## config.mk

```make
export PLATFORM = sky130hd
export DESIGN_NAME = swm_cell
export DESIGN_NICKNAME = d
export VERILOG_FILES = /design/src/hw/rtl/swm_pkg.sv /design/src/hw/rtl/swm_cell.sv
export SDC_FILE = /design/constraint.sdc
export NUM_CORES = 1
export LEC_CHECK = 0
export BUFFER_PORTS_ARGS = -buffer_cell sky130_fd_sc_hd__buf_2
export CAP_MARGIN = 20
export CORE_MARGIN = 1.5
export CORE_UTILIZATION = 50
export DETAILED_ROUTE_END_ITERATION = 8
export PLACE_DENSITY = 0.82
export SLEW_MARGIN = 0
export SYNTH_ARGS = -nofsm -noshare
export SYNTH_HDL_FRONTEND = slang
export SYNTH_SLANG_ARGS = --single-unit
```

## constraint.sdc

```tcl
create_clock -name clock -period 6.9 [get_ports clock]
set_input_delay 1.38 -clock clock [delete_from_list [all_inputs] [get_ports clock]]
set_output_delay 1.38 -clock clock [all_outputs]
set_load 0.02 [all_outputs]
```

## src/hw/rtl/swm_pkg.sv

```systemverilog
// Shared types, constants and helpers for the sliding-window median filter.
// No dependencies; imported by swm_cell and sliding_window_median.
`default_nettype none

package swm_pkg;

   localparam int MAX_WINDOW = 64;
   localparam int SLOT_W     = $clog2(MAX_WINDOW);
   localparam int LEN_W      = $clog2(MAX_WINDOW + 1);
   localparam int SAMPLE_W   = 32;
   localparam int MEDIAN_W   = SAMPLE_W + 1;
   localparam int CSR_W      = 7;
   localparam logic [LEN_W-1:0] LEN_RESET = LEN_W'(3);

   typedef enum logic [1:0] {
      ST_IDLE,
      ST_UPD,
      ST_MED
   } swm_state_type;

   // Broadcast to every cell of the sorted row
   typedef struct packed {
      logic                       en;
      logic                       drop;
      logic signed [SAMPLE_W-1:0] sample;
      logic signed [SAMPLE_W-1:0] old;
   } swm_cell_ctl_type;

   // Saturate the programmed length into 1..MAX_WINDOW
   function automatic logic [LEN_W-1:0] eff_len(input logic [CSR_W-1:0] raw);
      logic [LEN_W-1:0] res;
      if (raw == '0) begin
         res = LEN_W'(1);
      end else if (32'(raw) > 32'(MAX_WINDOW)) begin
         res = LEN_W'(MAX_WINDOW);
      end else begin
         res = LEN_W'(raw);
      end
      return res;
   endfunction

endpackage

`default_nettype wire

```

## src/hw/rtl/swm_cell.sv

```systemverilog
// One cell of the sorted row: holds one window entry and updates it from its
// neighbors on a remove-then-insert step. Depends on swm_pkg.
`default_nettype none

module swm_cell
   import swm_pkg::*;
(
   input  wire                         clock,
   input  swm_cell_ctl_type            ctl,
   input  wire                         keep_valid,  // entry index below kept count
   input  wire  signed [SAMPLE_W-1:0]  right_value, // stored entry of next cell
   input  wire  signed [SAMPLE_W-1:0]  left_kept,   // kept entry of previous cell
   input  wire                         left_le,     // previous kept entry <= sample
   output logic signed [SAMPLE_W-1:0]  value,
   output logic signed [SAMPLE_W-1:0]  kept,
   output logic                        kept_le
);

   logic signed [SAMPLE_W-1:0] value_ff;
   logic signed [SAMPLE_W-1:0] value_in;

   // Entries at or after the first copy of the dropped value shift down by one
   always_comb begin
      if (ctl.drop && !(value_ff < ctl.old)) begin
         kept = right_value;
      end else begin
         kept = value_ff;
      end
      kept_le = keep_valid && (kept <= ctl.sample);
   end

   always_comb begin
      priority if (kept_le) begin
         value_in = kept;
      end else if (left_le) begin
         value_in = ctl.sample;
      end else begin
         value_in = left_kept;
      end
   end

   always_ff @(posedge clock) begin
      if (ctl.en) begin
         value_ff <= value_in;
      end
   end

   assign value = value_ff;

endmodule

`default_nettype wire

```

* Yosys cells after proc, flatten, opt, wreduce, memory -nomap -nowiden
Cells that the tools add are included.
** Cells by class
- Multiplexer cells :: 3
- Multiply operators :: 0
- Shift operators :: 0
- Add/subtract/negate cells :: 0
- Eq/ne operators :: 0
- Divide/modulo/power cells :: 0
- Bitwise logic cells :: 0
- Reductions and logical operators :: 3
- Magnitude comparators :: 2
** Operators by type and width (count)
- $mux 32 :: 3
- $le 32x32->1 :: 1
- $lt 32x32->1 :: 1
- $logic_and 1x1->1 :: 2
- $logic_not 1->1 :: 1
** Word-level totals
- Memories kept :: 0
- Bits in read-only memories :: 0
- Register bits :: 32
- Memory bits (writable) :: 0
- Latch bits :: 0
- Word-level logic and storage cells :: 9

* Longest topological paths before layout
Gate-level depths: netlist (run 1).
- Depth after elaboration :: 7
- Gate-level depth with buffers :: 19

* Worst setup path after synthesis (run 1)
OpenSTA, ideal clock, no wires.
- Kind :: in2out
- Start point :: in ctl[31] (netlist name)
- End point :: out kept_le
- Data arrival time :: 5332 ps
- Path buffers :: 3
- Slack :: 188 ps
- Required time :: 5520 ps
- Stages :: 18
- Path through :: inv_1 ha_1 nand4_1 nor4_1 nand2_1 a2bb2oi_1 buf_4 clkbuf_1 and4_1 a311o_1 ha_1 nand4_2 nor4_4 nand2_1 o2111a_1 and3_1 nor4b_4 buf_6
** On the way
- Word-level cells in the longest chain between the ends :: 6
** Ends and longest elaborated chain
- start, declared :: RTL line swm_cell.sv:9 : input swm_cell_ctl_type ctl,
- $lt 32x32->1 :: RTL line swm_cell.sv:24 : if (ctl.drop && !(value_ff < ctl.old)) begin
- $logic_not 1->1 :: RTL line swm_cell.sv:24
- $logic_and 1x1->1 :: RTL line swm_cell.sv:24
- $mux 32 :: RTL line swm_cell.sv:24
- named net kept[31] :: RTL line swm_cell.sv:15 : output logic signed [SAMPLE_W-1:0] kept,
- $le 32x32->1 :: RTL line swm_cell.sv:29 : kept_le = keep_valid && (kept <= ctl.sample);
- $logic_and 1x1->1 :: RTL line swm_cell.sv:29
- end, declared :: RTL line swm_cell.sv:16 : output logic kept_le
The timed path passes the listed nets, and every way through them passes these cells.

* Worst setup path after layout (run 1)
- Start point :: in ctl[15] (netlist name)
- End point :: out kept_le
** On the way
- Word-level cells in the longest chain between the ends :: 6
** Ends and longest elaborated chain (RTL line)
- $lt 32x32->1 :: swm_cell.sv:24
- $logic_not 1->1 :: swm_cell.sv:24
- $logic_and 1x1->1 :: swm_cell.sv:24
- $mux 32 :: swm_cell.sv:24
- $le 32x32->1 :: swm_cell.sv:29
- $logic_and 1x1->1 :: swm_cell.sv:29
No other way between the ends.

==> results of run 1 <==
[layout make-up]
class,instances,area [um2],share of cell area (%)
inverter,65,244,3.84
sequential,32,961,15.1
clock inverter,1,3.75,0.0590
clock buffer,7,76.3,1.20
tap,108,135,2.12
multi-input combinational,367,3410,53.7
timing repair buffer,255,1530,24.0
[cell usage after synthesis (4+ instances only)]
| master | count |
|---|---|
| a21oi_1 | 58 |
| a311o_1 | 31 |
| and4_1 | 32 |
| buf_2 | 6 |
| buf_6 | 6 |
| clkbuf_1 | 19 |
| edfxtp_1 | 32 |
| ha_1 | 63 |
| inv_1 | 65 |
| mux2_2 | 32 |
| mux2_4 | 30 |
| nand2_1 | 50 |
| nand4_1 | 13 |
| nor2_1 | 4 |
| nor3_1 | 4 |
| o21ai_0 | 9 |
[placed cells by master (no fill, tap or decap), types with 2 or more instances in the layout]
master     instances
edfxtp_1          32
nor2_1             4
ha_1              52
clkbuf_16          2
buf_12             4
clkbuf_1           2
nor4_2             2
buf_6              5
mux2_2            32
and4_1            32
mux2_4            30
o21ai_1            2
o21a_1             3
a22oi_1            2
a21oi_1           57
buf_2            196
nand3_1            3
o21ai_0            7
inv_2              3
nand4_1           13
ha_4              11
nor3_1             4
mux2i_1            3
a311o_1           31
nand2_1           49
inv_1             62
buf_4             48
clkbuf_8           5
nand2b_1           3
[final timing paths]
kind | from | end | slack [ps] | depth (start not counted)
max reg2reg | value[17] | value[1] | 1340 | 19
min | value[28] | value[28] | 920 | 2
min reg2reg | value[28] | value[28] | 920 | 2
max | ctl[15] | kept_le | 30 | 19
[cell families after synthesis]
family          after synthesis  synth area share, %
compound gates              117                 17.6
fa+ha+maj                    63                 17.2
buf+inv                      99                 9.50
flops                        32                 21.0
mux                          65                 18.3
simple gates                122                 16.4
[per-stage QoR]
stage	hold slack [ps]	std cells	util, %
finish	924	835	72.2
global route	944	835	72.2
CTS	880	818	67.7
detailed placement	859	810	66.7
global placement	831	810	66.7
floorplan	933	498	-
[what timing repair did]
item | in CTS | in global routing
buffers inserted | 0 | 13
resized for setup | 2 | 35
setup endpoints to repair | 1 | 1
gates cloned | 0 | 4
pin swaps | 0 | 35
[report_power, final]
group / total [W] / switching, W / internal, W / leakage (nW)
registers: 0.000304 / 0.0000378 / 0.000266 / 0.314
clock network: 0.000147 / 0.0000766 / 0.0000704 / 0.0399
logic: 0.00103 / 0.000548 / 0.000481 / 2.81
[metal layers]
metal  GRT usage [%]  share of wire [%]
met4            7.58                2.3
met3            3.62                7.7
met2            51.1                 50
met1            37.5                 40
met5               0                  0
[critical path, stage by stage]
cell	delay, ps
buf_2	70
inv_1	30
ha_1	290
nand4_1	160
nor3_1	570
nand2_4	90
a2bb2oi_4	200
buf_12	160
buf_6	150
and4_1	200
a311o_1	310
ha_1	350
nand4_1	230
nor3_1	280
a211oi_1	140
o2111a_1	190
and3_4	190
nor4b_4	260
buf_4	200
==> tab_implementation.tex, run 1 <==
\begin{tabular}{lr}
\hline
Metric & Value \\
\hline
\multicolumn{2}{l}{\textbf{Final layout}} \\
\quad Share of post-route cells with drive strength above 1 & 48.7\% \\
\quad Number of flip-flops under the largest register name & 32 \\
\quad Filler instances & 661 \\
\quad Final layout net count & 922 \\
\quad Final cell area excluding filler cells & 6360 um2 \\
\quad Total inserted antenna cells & 0 \\
\quad Area Growth Syn to Fin & 38.8\% \\
\multicolumn{2}{l}{\textbf{Power and ir drop}} \\
\quad PnR Total Power & 0.00148 W \\
\quad Total leakage power & 3.16 nW \\
\quad Cell Pwr Density & 233 nW/um2 \\
\quad Maximum vdd drop & 119 uV \\
\multicolumn{2}{l}{\textbf{Timing}} \\
\quad Final TNS setup & 0 ps \\
\quad Final min period & 6870 ps \\
\quad Clock skew after layout & 11.6 ps \\
\quad Final setup violation count & 0 \\
\quad Max Slew Vio Count & 0 \\
\quad Final Hold Viols & 0 \\
\quad Upper clock frequency limit & 0.145 GHz \\
\quad Worst relative slew slack & 43.7\% \\
\quad Final worst path period share & 99.6\% \\
\quad Worst path setup slack after routing & 25.4 ps \\
\quad Actual slew at the worst max-slew pin & 845 ps \\
\multicolumn{2}{l}{\textbf{Yosys}} \\
\quad Distinct cell type count after synthesis & 46 \\
\quad Top cells by area, synth & edfxtp\_1 21\%, ha\_1 17\%, mux2\_4 9.8\% \\
\quad Count of mapped cells out of synthesis & 498 \\
\quad Proportion of netlist area held by the largest area contributor & 21.0\% \\
\quad Post-synth net total & 694 \\
\quad Post-synthesis cell type with the largest combined area & edfxtp\_1 \\
\quad Post-synthesis average cell area & 9.20 um2 \\
\quad Yosys warnings & 0 \\
\quad Fraction of registers with async set or reset after synthesis & 0\% \\
\quad Area of the mapped netlist & 4580 um2 \\
\quad Most instantiated flip-flop cell in the synthesis netlist & edfxtp\_1 \\
\quad Flip-flop and latch count after synthesis & 32 \\
\quad Number of flops mapped to enable cells by yosys & 32 \\
\quad Part of the Yosys area used for sequential elements & 21.0\% \\
\multicolumn{2}{l}{\textbf{Floorplanning}} \\
\quad Initial Util & 52.0\% \\
\quad DIE AREA & 9750 um2 \\
\quad Die Wd & 98.7 um \\
\quad Die outline height & 98.7 um \\
\quad Number of placed I/O pins & 198 \\
\quad Floorplan row count & 34 \\
\quad Core area & 8810 um2 \\
\multicolumn{2}{l}{\textbf{Worst setup path}} \\
\quad Setup Crit Path Kind & input port to primary output \\
\quad Critical Path AT & 5490 ps \\
\quad Crit path max fanout & 16 \\
\quad Category of the worst setup path capture point & primary output \\
\quad Required @ worst endpoint & 5520 ps \\
\quad Sort of element at the start of the critical path & input port \\
\multicolumn{2}{l}{\textbf{Route}} \\
\quad Via-to-Cell Ratio & 6.05 \\
\quad Routed wire length & 16000 um \\
\quad Remaining DRCs & 11 \\
\quad Via count & 5050 \\
\quad Pre-Repair DR Iteration Count & 7 \\
\quad Average detailed-routed wire length per instance & 19.1 um \\
\quad Post-route ant nets & 0 \\
\quad Drt initial violations & 338 \\
\multicolumn{2}{l}{\textbf{CTS}} \\
\quad Maximum level of the CTS H-tree & 2 \\
\quad \# clock sinks & 32 \\
\quad Clock transition at the register clock pins on the worst setup and hold paths after CTS & 80 ps \\
\quad Cell chosen for the clock root & clkbuf\_8 \\
\quad TritonCTS clock tree & yes \\
\quad Cts-stage hold buffer count & 0 \\
\quad Clock buffer count from CTS & 5 \\
\quad Clock network latency to the later pin of the worst-skew pair & 290 ps \\
\quad Longest Clk Path Bufs & 2 \\
\multicolumn{2}{l}{\textbf{Worst hold path}} \\
\quad Hold/Removal Path Class & flip-flop to flip-flop \\
\multicolumn{2}{l}{\textbf{Place}} \\
\quad Weighted congestion reported at the end of routability-driven placement & 0.943 \\
\quad Setup slack at placement & -68.9 ps \\
\quad Cell Area, Placed & 5880 um2 \\
\quad Placed wire-length estimate after detailed placement & 11600 um \\
\quad Port Buf Inserts & 197 \\
\multicolumn{2}{l}{\textbf{GRT}} \\
\quad Antenna violations before repair & 0 \\
\quad Largest net degree at the start of global routing & 65 \\
\quad Remaining Overflow, GRT & 0 \\
\quad Wire length of the first global-routing pass & 22900 um \\
\quad Via count of the first global-routing pass & 4744 \\
\quad Total GRT Usage & 29.0\% \\
\multicolumn{2}{l}{\textbf{Run status}} \\
\quad Violations in the final reports & design-rule violations \\
\quad Outcome & complete, but fails checks \\
\multicolumn{2}{l}{\textbf{Run}} \\
\quad Maximum Capacitance Violations & 0 \\
\hline
\end{tabular}
Power figures use the tool's default switching activity.
==> run 2, diff against run 1 <==
- CORE_UTILIZATION: 50 -> 35
- PLACE_DENSITY: 0.82 -> 0.63
- clock period: 6.9 -> 6.15 ns (I/O delays scaled with it)
==> run 2 against run 1 <==
Net effect: critical endpoint unchanged; final cell count grew 12%; the flow finishes with violations (negative setup slack); total power rose by 25%; clock skew is 4.9 ps lower; final area grew 11%; global-route usage fell by 5.6 points.
==> tab_implementation.tex, run 2 (synthesis gave the netlist of run 1 again) <==
\begin{tabular}{lr}
\hline
Metric & Value \\
\hline
\multicolumn{2}{l}{\textbf{Final layout}} \\
\quad Final design utilization & 55.3\% (was 72.2\%) \\
\quad Multi-input gate area & 3550 um2 (was 3410 um2) \\
\quad Total inserted antenna cells & 0 (unchanged) \\
\quad Most common cell after layout, fill and taps aside & buf\_2 (unchanged) \\
\quad Final layout net count & 962 (was 922) \\
\quad Area Growth Syn to Fin & 53.5\% (was 38.8\%) \\
\quad Non-filler instance count after layout & 939 (was 835) \\
\quad Number of flip-flops under the largest register name & 32 (unchanged) \\
\quad Most frequent cells in the layout & 188 x buf\_2, 82 x buf\_4, 56 x inv\_1, 56 x a21oi\_1, 49 x nand2\_1 (was 196 x buf\_2, 62 x inv\_1, 57 x a21oi\_1) \\
\quad Filler instances & 1198 (was 661) \\
\quad Storage cell area & 961 um2 (unchanged) \\
\quad Share of post-route cells with drive strength above 1 & 54.6\% (was 48.7\%) \\
\multicolumn{2}{l}{\textbf{Timing}} \\
\quad Worst path setup slack after routing & -327 ps (was 25.4 ps) \\
\quad Final setup violation count & 1 (was 0) \\
\quad RSZ-0062 raised after global routing & yes \\
\quad Max Slew Vio Count & 0 (unchanged) \\
\quad Final Hold Viols & 0 (unchanged) \\
\quad Final worst path period share & 105\% \\
\quad Clock skew after layout & 6.63 ps (was 11.6 ps) \\
\quad Actual slew at the worst max-slew pin & 864 ps (was 845 ps) \\
\quad Worst relative slew slack & 42.4\% (was 43.7\%) \\
\quad Upper clock frequency limit & 0.154 GHz \\
\quad Final min period & 6480 ps \\
\multicolumn{2}{l}{\textbf{Worst setup path}} \\
\quad Critical Path AT & 5250 ps (was 5490 ps) \\
\quad Setup Crit Path Kind & input port to primary output (unchanged) \\
\quad Slowest cell delay on critical path & 390 ps (was 570 ps) \\
\quad Buf+Inv Stages, Crit Path & 5 (unchanged) \\
\quad Crit path max-delay cell type & nor4\_4 (was nor3\_1) \\
\quad Top delay family on crit path & simple AND/OR/NAND/NOR gates (unchanged) \\
\quad Required @ worst endpoint & 4920 ps (was 5520 ps) \\
\quad Crit path max fanout & 8 (was 16) \\
\quad Category of the worst setup path capture point & primary output (unchanged) \\
\quad Sort of element at the start of the critical path & input port (unchanged) \\
\quad Critical path cell sequence & buf\_2 > inv\_2 > ha\_4 > nand4\_1 > buf\_6 > nor4\_4 > nand2\_2 > a2bb2oi\_4 > a21bo\_4 > buf\_6 > a311o\_1 > ha\_1 > nand4\_1 > nor4\_4 > nand2\_1 > o2111a\_1 > and3\_4 > nor4b\_4 > buf\_4 (was buf\_2 > inv\_1 > ha\_1 > nand4\_1 > nor3\_1 > nand2\_4 > a2bb2oi\_4 > buf\_12 > buf\_6 > and4\_1 > a311o\_1 > ha\_1 > nand4\_1 > nor3\_1 > a211oi\_1 > o2111a\_1 > and3\_4 > nor4b\_4 > buf\_4) \\
\multicolumn{2}{l}{\textbf{CTS}} \\
\quad Clock network latency to the later pin of the worst-skew pair & 300 ps (was 290 ps) \\
\quad Cell chosen for the clock root & clkbuf\_16 (was clkbuf\_8) \\
\quad Clock buffer count from CTS & 5 (unchanged) \\
\quad Maximum level of the CTS H-tree & 2 (unchanged) \\
\quad TritonCTS clock tree & yes (unchanged) \\
\quad Longest Clk Path Bufs & 2 (unchanged) \\
\quad Clock transition at the register clock pins on the worst setup and hold paths after CTS & 50 ps (was 80 ps) \\
\quad \# clock sinks & 32 (unchanged) \\
\multicolumn{2}{l}{\textbf{Power and ir drop}} \\
\quad Switching power total & 0.000782 W (was 0.000663 W) \\
\quad Total leakage power & 3.43 nW (was 3.16 nW) \\
\quad Cell Pwr Density & 263 nW/um2 (was 233 nW/um2) \\
\quad Clock network fraction of total power & 13.8\% (was 9.9\%) \\
\quad Cell-internal power & 0.00107 W (was 0.000817 W) \\
\quad Sequential Power Share & 18.6\% (was 20.5\%) \\
\quad Maximum vdd drop & 129 uV (was 119 uV) \\
\quad Switching power share of the total & 42.2\% (was 44.8\%) \\
\quad Relative contribution of combinational cells to total power & 67.7\% (was 69.5\%) \\
\multicolumn{2}{l}{\textbf{Route}} \\
\quad Post-route ant nets & 0 (unchanged) \\
\quad Via count & 4983 (was 5050) \\
\quad Pre-Repair DR Iteration Count & 5 (was 7) \\
\quad Routed wire length & 16700 um (was 16000 um) \\
\quad Average detailed-routed wire length per instance & 17.7 um (was 19.1 um) \\
\quad Drt initial violations & 225 (was 338) \\
\quad Remaining DRCs & 0 (was 11) \\
\quad Via-to-Cell Ratio & 5.31 (was 6.05) \\
\multicolumn{2}{l}{\textbf{Run status}} \\
\quad Violations in the final reports & negative setup slack (was design-rule violations) \\
\quad Outcome & complete, but fails checks (unchanged) \\
\multicolumn{2}{l}{\textbf{Floorplanning}} \\
\quad Core area & 12700 um2 (was 8810 um2) \\
\quad Die Wd & 117 um (was 98.7 um) \\
\quad Number of placed I/O pins & 198 (unchanged) \\
\quad Initial Util & 36.0\% (was 52.0\%) \\
\quad DIE AREA & 13800 um2 (was 9750 um2) \\
\quad Floorplan row count & 41 (was 34) \\
\quad Die outline height & 117 um (was 98.7 um) \\
\multicolumn{2}{l}{\textbf{Place}} \\
\quad Dpl cells & 905 (was 810) \\
\quad Weighted congestion reported at the end of routability-driven placement & 0.837 (was 0.943) \\
\quad Port Buf Inserts & 197 (unchanged) \\
\quad Placed wire-length estimate after detailed placement & 12500 um (was 11600 um) \\
\multicolumn{2}{l}{\textbf{GRT}} \\
\quad Largest net degree at the start of global routing & 42 (was 65) \\
\quad Antenna violations before repair & 1 (was 0) \\
\quad Via count of the first global-routing pass & 5304 (was 4744) \\
\quad Total GRT Usage & 23.4\% (was 29.0\%) \\
\quad Remaining Overflow, GRT & 0 (unchanged) \\
\quad Wire length of the first global-routing pass & 25900 um (was 22900 um) \\
\multicolumn{2}{l}{\textbf{Run}} \\
\quad Maximum Capacitance Violations & 0 (unchanged) \\
\multicolumn{2}{l}{\textbf{Worst hold path}} \\
\quad Hold/Removal Path Class & flip-flop to flip-flop (unchanged) \\
\hline
\end{tabular}
[run 2: changes by cell type in the layout (fill, tap and decap cells not counted), moves of 8 or more]
| cell | delta |
|---|---|
| a311o_2 | +8 |
| a311o_1 | -8 |
| buf_4 | +34 |
| buf_2 | -8 |
| buf_6 | +10 |
[run 2: cell type report]
type                            instances  area share (%)
Inverter                               65            3.50
Sequential cell                        32            13.7
Tap cell                              172            3.06
Multi-Input combinational cell        368            50.4
Clock inverter                          3           0.196
Timing Repair Buffer                  294            27.4
Clock buffer                            5            1.78
[run 2: per-stage QoR]
step / total power (W) / hold slack (ps) / worst slack [ps] / area [um2] / setup TNS, ps
2_1_floorplan: 0.00104 / 933 / 4.71 / 4700 / 0
3_3_place_gp: 0.00146 / 903 / -593 / 6290 / -11820
3_5_place_dp: 0.00149 / 912 / -589 / 6290 / -12020
4_1_cts: 0.00178 / 925 / -323 / 6710 / -323
5_1_grt: 0.00197 / 965 / -441 / 7040 / -441
6_report: 0.00185 / 927 / -327 / 7040 / -327
[run 2: power groups by stage]
stage / Clock [W] / Sequential [W] / Combinational, W
2_1_floorplan: 0 / 0.000376 / 0.000668
3_3_place_gp: 0 / 0.000344 / 0.00112
3_5_place_dp: 0 / 0.000344 / 0.00114
4_1_cts: 0.000256 / 0.000341 / 0.00118
5_1_grt: 0.000267 / 0.000351 / 0.00136
6_report: 0.000255 / 0.000344 / 0.00125
[run 2: path summary, 6_finish.rpt]
check / from / endpoint / slack (ps) / cells past startpoint
worst max register to register: value[29] / value[1] / 700 / 19
worst min-delay path: value[2] / value[2] / 930 / 3
worst min register to register: value[2] / value[2] / 930 / 3
worst max-delay path: ctl[28] / kept_le / -330 / 19
[run 2: per-layer routing]
layer,wire length [um],part of all wire [%],global-route usage [%]
met4,397,2.4,8.95
met1,6930,42,27.1
met5,10,0.060,0
met3,914,5.5,5.20
met2,8400,50,41.8
[run 2: timing repair]
| action | CTS | global route |
|---|---|---|
| hold buffers | 0 | 0 |
| pin swaps | 25 | 34 |
| buffers inserted | 9 | 12 |
| resized for setup | 29 | 35 |
| cloned | 3 | 2 |
| endpoints found under the setup margin | 32 | 32 |
[run 2: worst register-to-register path, cell delays in order, from the launching register on]
cell and delay, ps:
edfxtp_1 480, ha_4 320, nand4_1 120, buf_6 160, nor4_4 350, nand2_2 110
a2bb2oi_4 220, a21bo_4 310, buf_6 140, a311o_1 360, ha_1 310, nand4_1 250
nor4_4 390, nand2_1 110, o2111a_1 130, and3_4 170, nor4b_4 310, buf_4 170
buf_6 380, mux2_2 420
==> run 3, diff against run 2 <==
==> constraint.sdc (replaced) <==
create_clock -name clock -period 6.15 [get_ports clock]
set_input_delay 0.3075 -clock clock [delete_from_list [all_inputs] [get_ports clock]]
set_output_delay 0.3075 -clock clock [all_outputs]
set_load 0.02 [all_outputs]
==> run 3 against run 2 <==
Net effect: the flow now finishes without violations; die area stayed put; count of clock-buffer cells in the layout stayed put; sequential cell count stayed put; combinational power is 22% lower; final cell count is 9.7% lower; non-clock buffer count is 91 lower; critical path depth is 3 lower; worst setup slack better by 640 ps; global-route usage is 2.6 points lower; total power is 16% lower; first-iteration DRC count is 17% higher; clock power is 5% lower; critical path type is now flip-flop to primary output.
==> tab_implementation.tex, run 3 (synthesis gave the netlist of run 1 again) <==
\begin{tabular}{lr}
\hline
Metric & Value \\
\hline
\multicolumn{2}{l}{\textbf{Timing}} \\
\quad Actual slew at the worst max-slew pin & 821 ps (was 864 ps) \\
\quad Max Slew Vio Count & 0 (unchanged) \\
\quad Worst path setup slack after routing & 308 ps (was -327 ps) \\
\quad Final setup violation count & 0 (was 1) \\
\quad Final Hold Viols & 0 (unchanged) \\
\quad Final worst path period share & 95.0\% (was 105\%) \\
\quad RSZ-0062 raised after global routing & no (was yes) \\
\quad Upper clock frequency limit & 0.171 GHz (was 0.154 GHz) \\
\quad Final TNS setup & 0 ps (was -327 ps) \\
\quad Worst relative slew slack & 45.2\% (was 42.4\%) \\
\quad Clock skew after layout & 3.44 ps (was 6.63 ps) \\
\quad Final min period & 5840 ps (was 6480 ps) \\
\multicolumn{2}{l}{\textbf{Power and ir drop}} \\
\quad PnR Total Power & 0.00156 W (was 0.00185 W) \\
\quad Maximum vdd drop & 101 uV (was 129 uV) \\
\quad Cell Pwr Density & 267 nW/um2 (was 263 nW/um2) \\
\quad Total leakage power & 2.89 nW (was 3.43 nW) \\
\multicolumn{2}{l}{\textbf{Place}} \\
\quad Setup slack at placement & 261 ps (was -589 ps) \\
\quad Placed wire-length estimate after detailed placement & 11800 um (was 12500 um) \\
\quad Weighted congestion reported at the end of routability-driven placement & 0.833 (was 0.837) \\
\quad Cell Area, Placed & 5670 um2 (was 6290 um2) \\
\quad Port Buf Inserts & 197 (unchanged) \\
\multicolumn{2}{l}{\textbf{Worst setup path}} \\
\quad Required @ worst endpoint & 5840 ps (was 4920 ps) \\
\quad Crit path max fanout & 49 (was 8) \\
\quad Category of the worst setup path capture point & primary output (unchanged) \\
\quad Critical Path AT & 5530 ps (was 5250 ps) \\
\quad Sort of element at the start of the critical path & flip-flop (was input port) \\
\quad Setup Crit Path Kind & flip-flop to primary output (was input port to primary output) \\
\quad Reg-to-reg setup timing slack & 500 ps (was 700 ps) \\
\multicolumn{2}{l}{\textbf{Route}} \\
\quad Routed wire length & 15100 um (was 16700 um) \\
\quad Post-route ant nets & 0 (unchanged) \\
\quad Remaining DRCs & 0 (unchanged) \\
\quad Average detailed-routed wire length per instance & 17.8 um (was 17.7 um) \\
\quad Via count & 4614 (was 4983) \\
\quad Pre-Repair DR Iteration Count & 5 (unchanged) \\
\quad Drt initial violations & 263 (was 225) \\
\quad Via-to-Cell Ratio & 5.44 (was 5.31) \\
\multicolumn{2}{l}{\textbf{Floorplanning}} \\
\quad Initial Util & 36.0\% (unchanged) \\
\quad Core area & 12700 um2 (unchanged) \\
\quad Floorplan row count & 41 (unchanged) \\
\quad Die Wd & 117 um (unchanged) \\
\quad DIE AREA & 13800 um2 (unchanged) \\
\quad Number of placed I/O pins & 198 (unchanged) \\
\quad Die outline height & 117 um (unchanged) \\
\multicolumn{2}{l}{\textbf{CTS}} \\
\quad Clock buffer count from CTS & 5 (unchanged) \\
\quad Cell chosen for the clock root & clkbuf\_16 (unchanged) \\
\quad Quantity of gates resized following cts & 0 (was 29) \\
\quad Longest Clk Path Bufs & 2 (unchanged) \\
\quad Setup repair bufs after CTS & 0 (was 9) \\
\quad Maximum level of the CTS H-tree & 2 (unchanged) \\
\quad Clock network latency to the later pin of the worst-skew pair & 280 ps (was 300 ps) \\
\quad Clock transition at the register clock pins on the worst setup and hold paths after CTS & 60 ps (was 50 ps) \\
\quad TritonCTS clock tree & yes (unchanged) \\
\quad \# clock sinks & 32 (unchanged) \\
\quad Cts-stage hold buffer count & 0 (unchanged) \\
\multicolumn{2}{l}{\textbf{Final layout}} \\
\quad Final layout net count & 871 (was 962) \\
\quad Number of flip-flops under the largest register name & 32 (unchanged) \\
\quad Filler instances & 1298 (was 1198) \\
\quad Area Growth Syn to Fin & 27.3\% (was 53.5\%) \\
\quad Most frequent cells in the layout & 197 x buf\_2, 65 x inv\_1, 63 x ha\_1 (was 188 x buf\_2, 82 x buf\_4, 56 x inv\_1, 56 x a21oi\_1, 49 x nand2\_1) \\
\quad Share of post-route cells with drive strength above 1 & 41.7\% (was 54.6\%) \\
\quad Total inserted antenna cells & 0 (unchanged) \\
\quad Most common cell after layout, fill and taps aside & buf\_2 (unchanged) \\
\quad Final cell area excluding filler cells & 5840 um2 (was 7040 um2) \\
\multicolumn{2}{l}{\textbf{Worst hold path}} \\
\quad Hold/Removal Path Class & input port to flip-flop (was flip-flop to flip-flop) \\
\multicolumn{2}{l}{\textbf{GRT}} \\
\quad Wire length of the first global-routing pass & 23200 um (was 25900 um) \\
\quad Via count of the first global-routing pass & 4549 (was 5304) \\
\quad Largest net degree at the start of global routing & 49 (was 42) \\
\quad Antenna violations before repair & 0 (was 1) \\
\quad Total GRT Usage & 20.8\% (was 23.4\%) \\
\quad Remaining Overflow, GRT & 0 (unchanged) \\
\multicolumn{2}{l}{\textbf{Run status}} \\
\quad Outcome & completed (was complete, but fails checks) \\
\multicolumn{2}{l}{\textbf{Run}} \\
\quad Maximum Capacitance Violations & 0 (unchanged) \\
\hline
\end{tabular}
run 3: cell types whose count changed in the layout (fill, tap and decap cells not counted), sizes merged:
cell | before | now
a21bo | 2 | 1
buf | 292 | 203
nand3 | 4 | 5
clkbuf | 7 | 5
run 3: per-stage QoR:
| stage | cells | hold slack [ps] | utilization, % |
|---|---|---|---|
| floorplan | 498 | 420 | - |
| global placement | 839 | 713 | 44.6 |
| detailed placement | 839 | 737 | 44.6 |
| CTS | 847 | 448 | 45.7 |
| global route | 848 | 465 | 45.9 |
| finish | 848 | 458 | 45.9 |
run 3: power breakdown:
part | switching, W | internal, W | leakage [nW]
Combinational | 0.000562 | 0.000419 | 2.51
Clock | 0.0000941 | 0.000147 | 0.0710
Sequential | 0.0000377 | 0.000299 | 0.314
Total | 0.000694 | 0.000865 | 2.89
run 3: area by class of cell:
cell class | instances | area, um2 | area share, %
Clock buffer | 5 | 125 | 2.14
Clock inverter | 3 | 13.8 | 0.236
Inverter | 65 | 244 | 4.18
Multi-Input combinational cell | 368 | 3230 | 55.3
Sequential cell | 32 | 961 | 16.5
Tap cell | 172 | 215 | 3.69
Timing Repair Buffer | 203 | 1050 | 17.9
run 3: worst max-delay path, stage by stage, from the launching register on:
cell	delay, ps
edfxtp_1	450
ha_1	320
a2111o_1	370
a31oi_1	310
a2bb2oi_4	410
buf_6	370
nand3_4	280
a311o_1	500
ha_1	330
nand4_1	210
nor4_4	380
nand2_1	110
o2111a_1	130
and3_1	210
nor4b_4	360
buf_12	270
buf_2	210
run 3: routing by layer:
layer | global-route usage [%] | wire length [um] | vias to the layer above
li1 | - | - | 2245
met1 | 25.6 | 6570 | 2174
met2 | 37.9 | 7420 | 173
met3 | 2.92 | 839 | 22
met4 | 5.25 | 274 | 0
met5 | 0 | 0 | -
run 3: worst paths after layout:
check | endpoint | from | depth (start not counted)
setup / recovery | kept_le | value[1] | 16
hold / removal | value[0] | left_kept[0] | 3
setup reg to reg | value[1] | value[1] | 16
hold reg to reg | value[31] | value[31] | 2
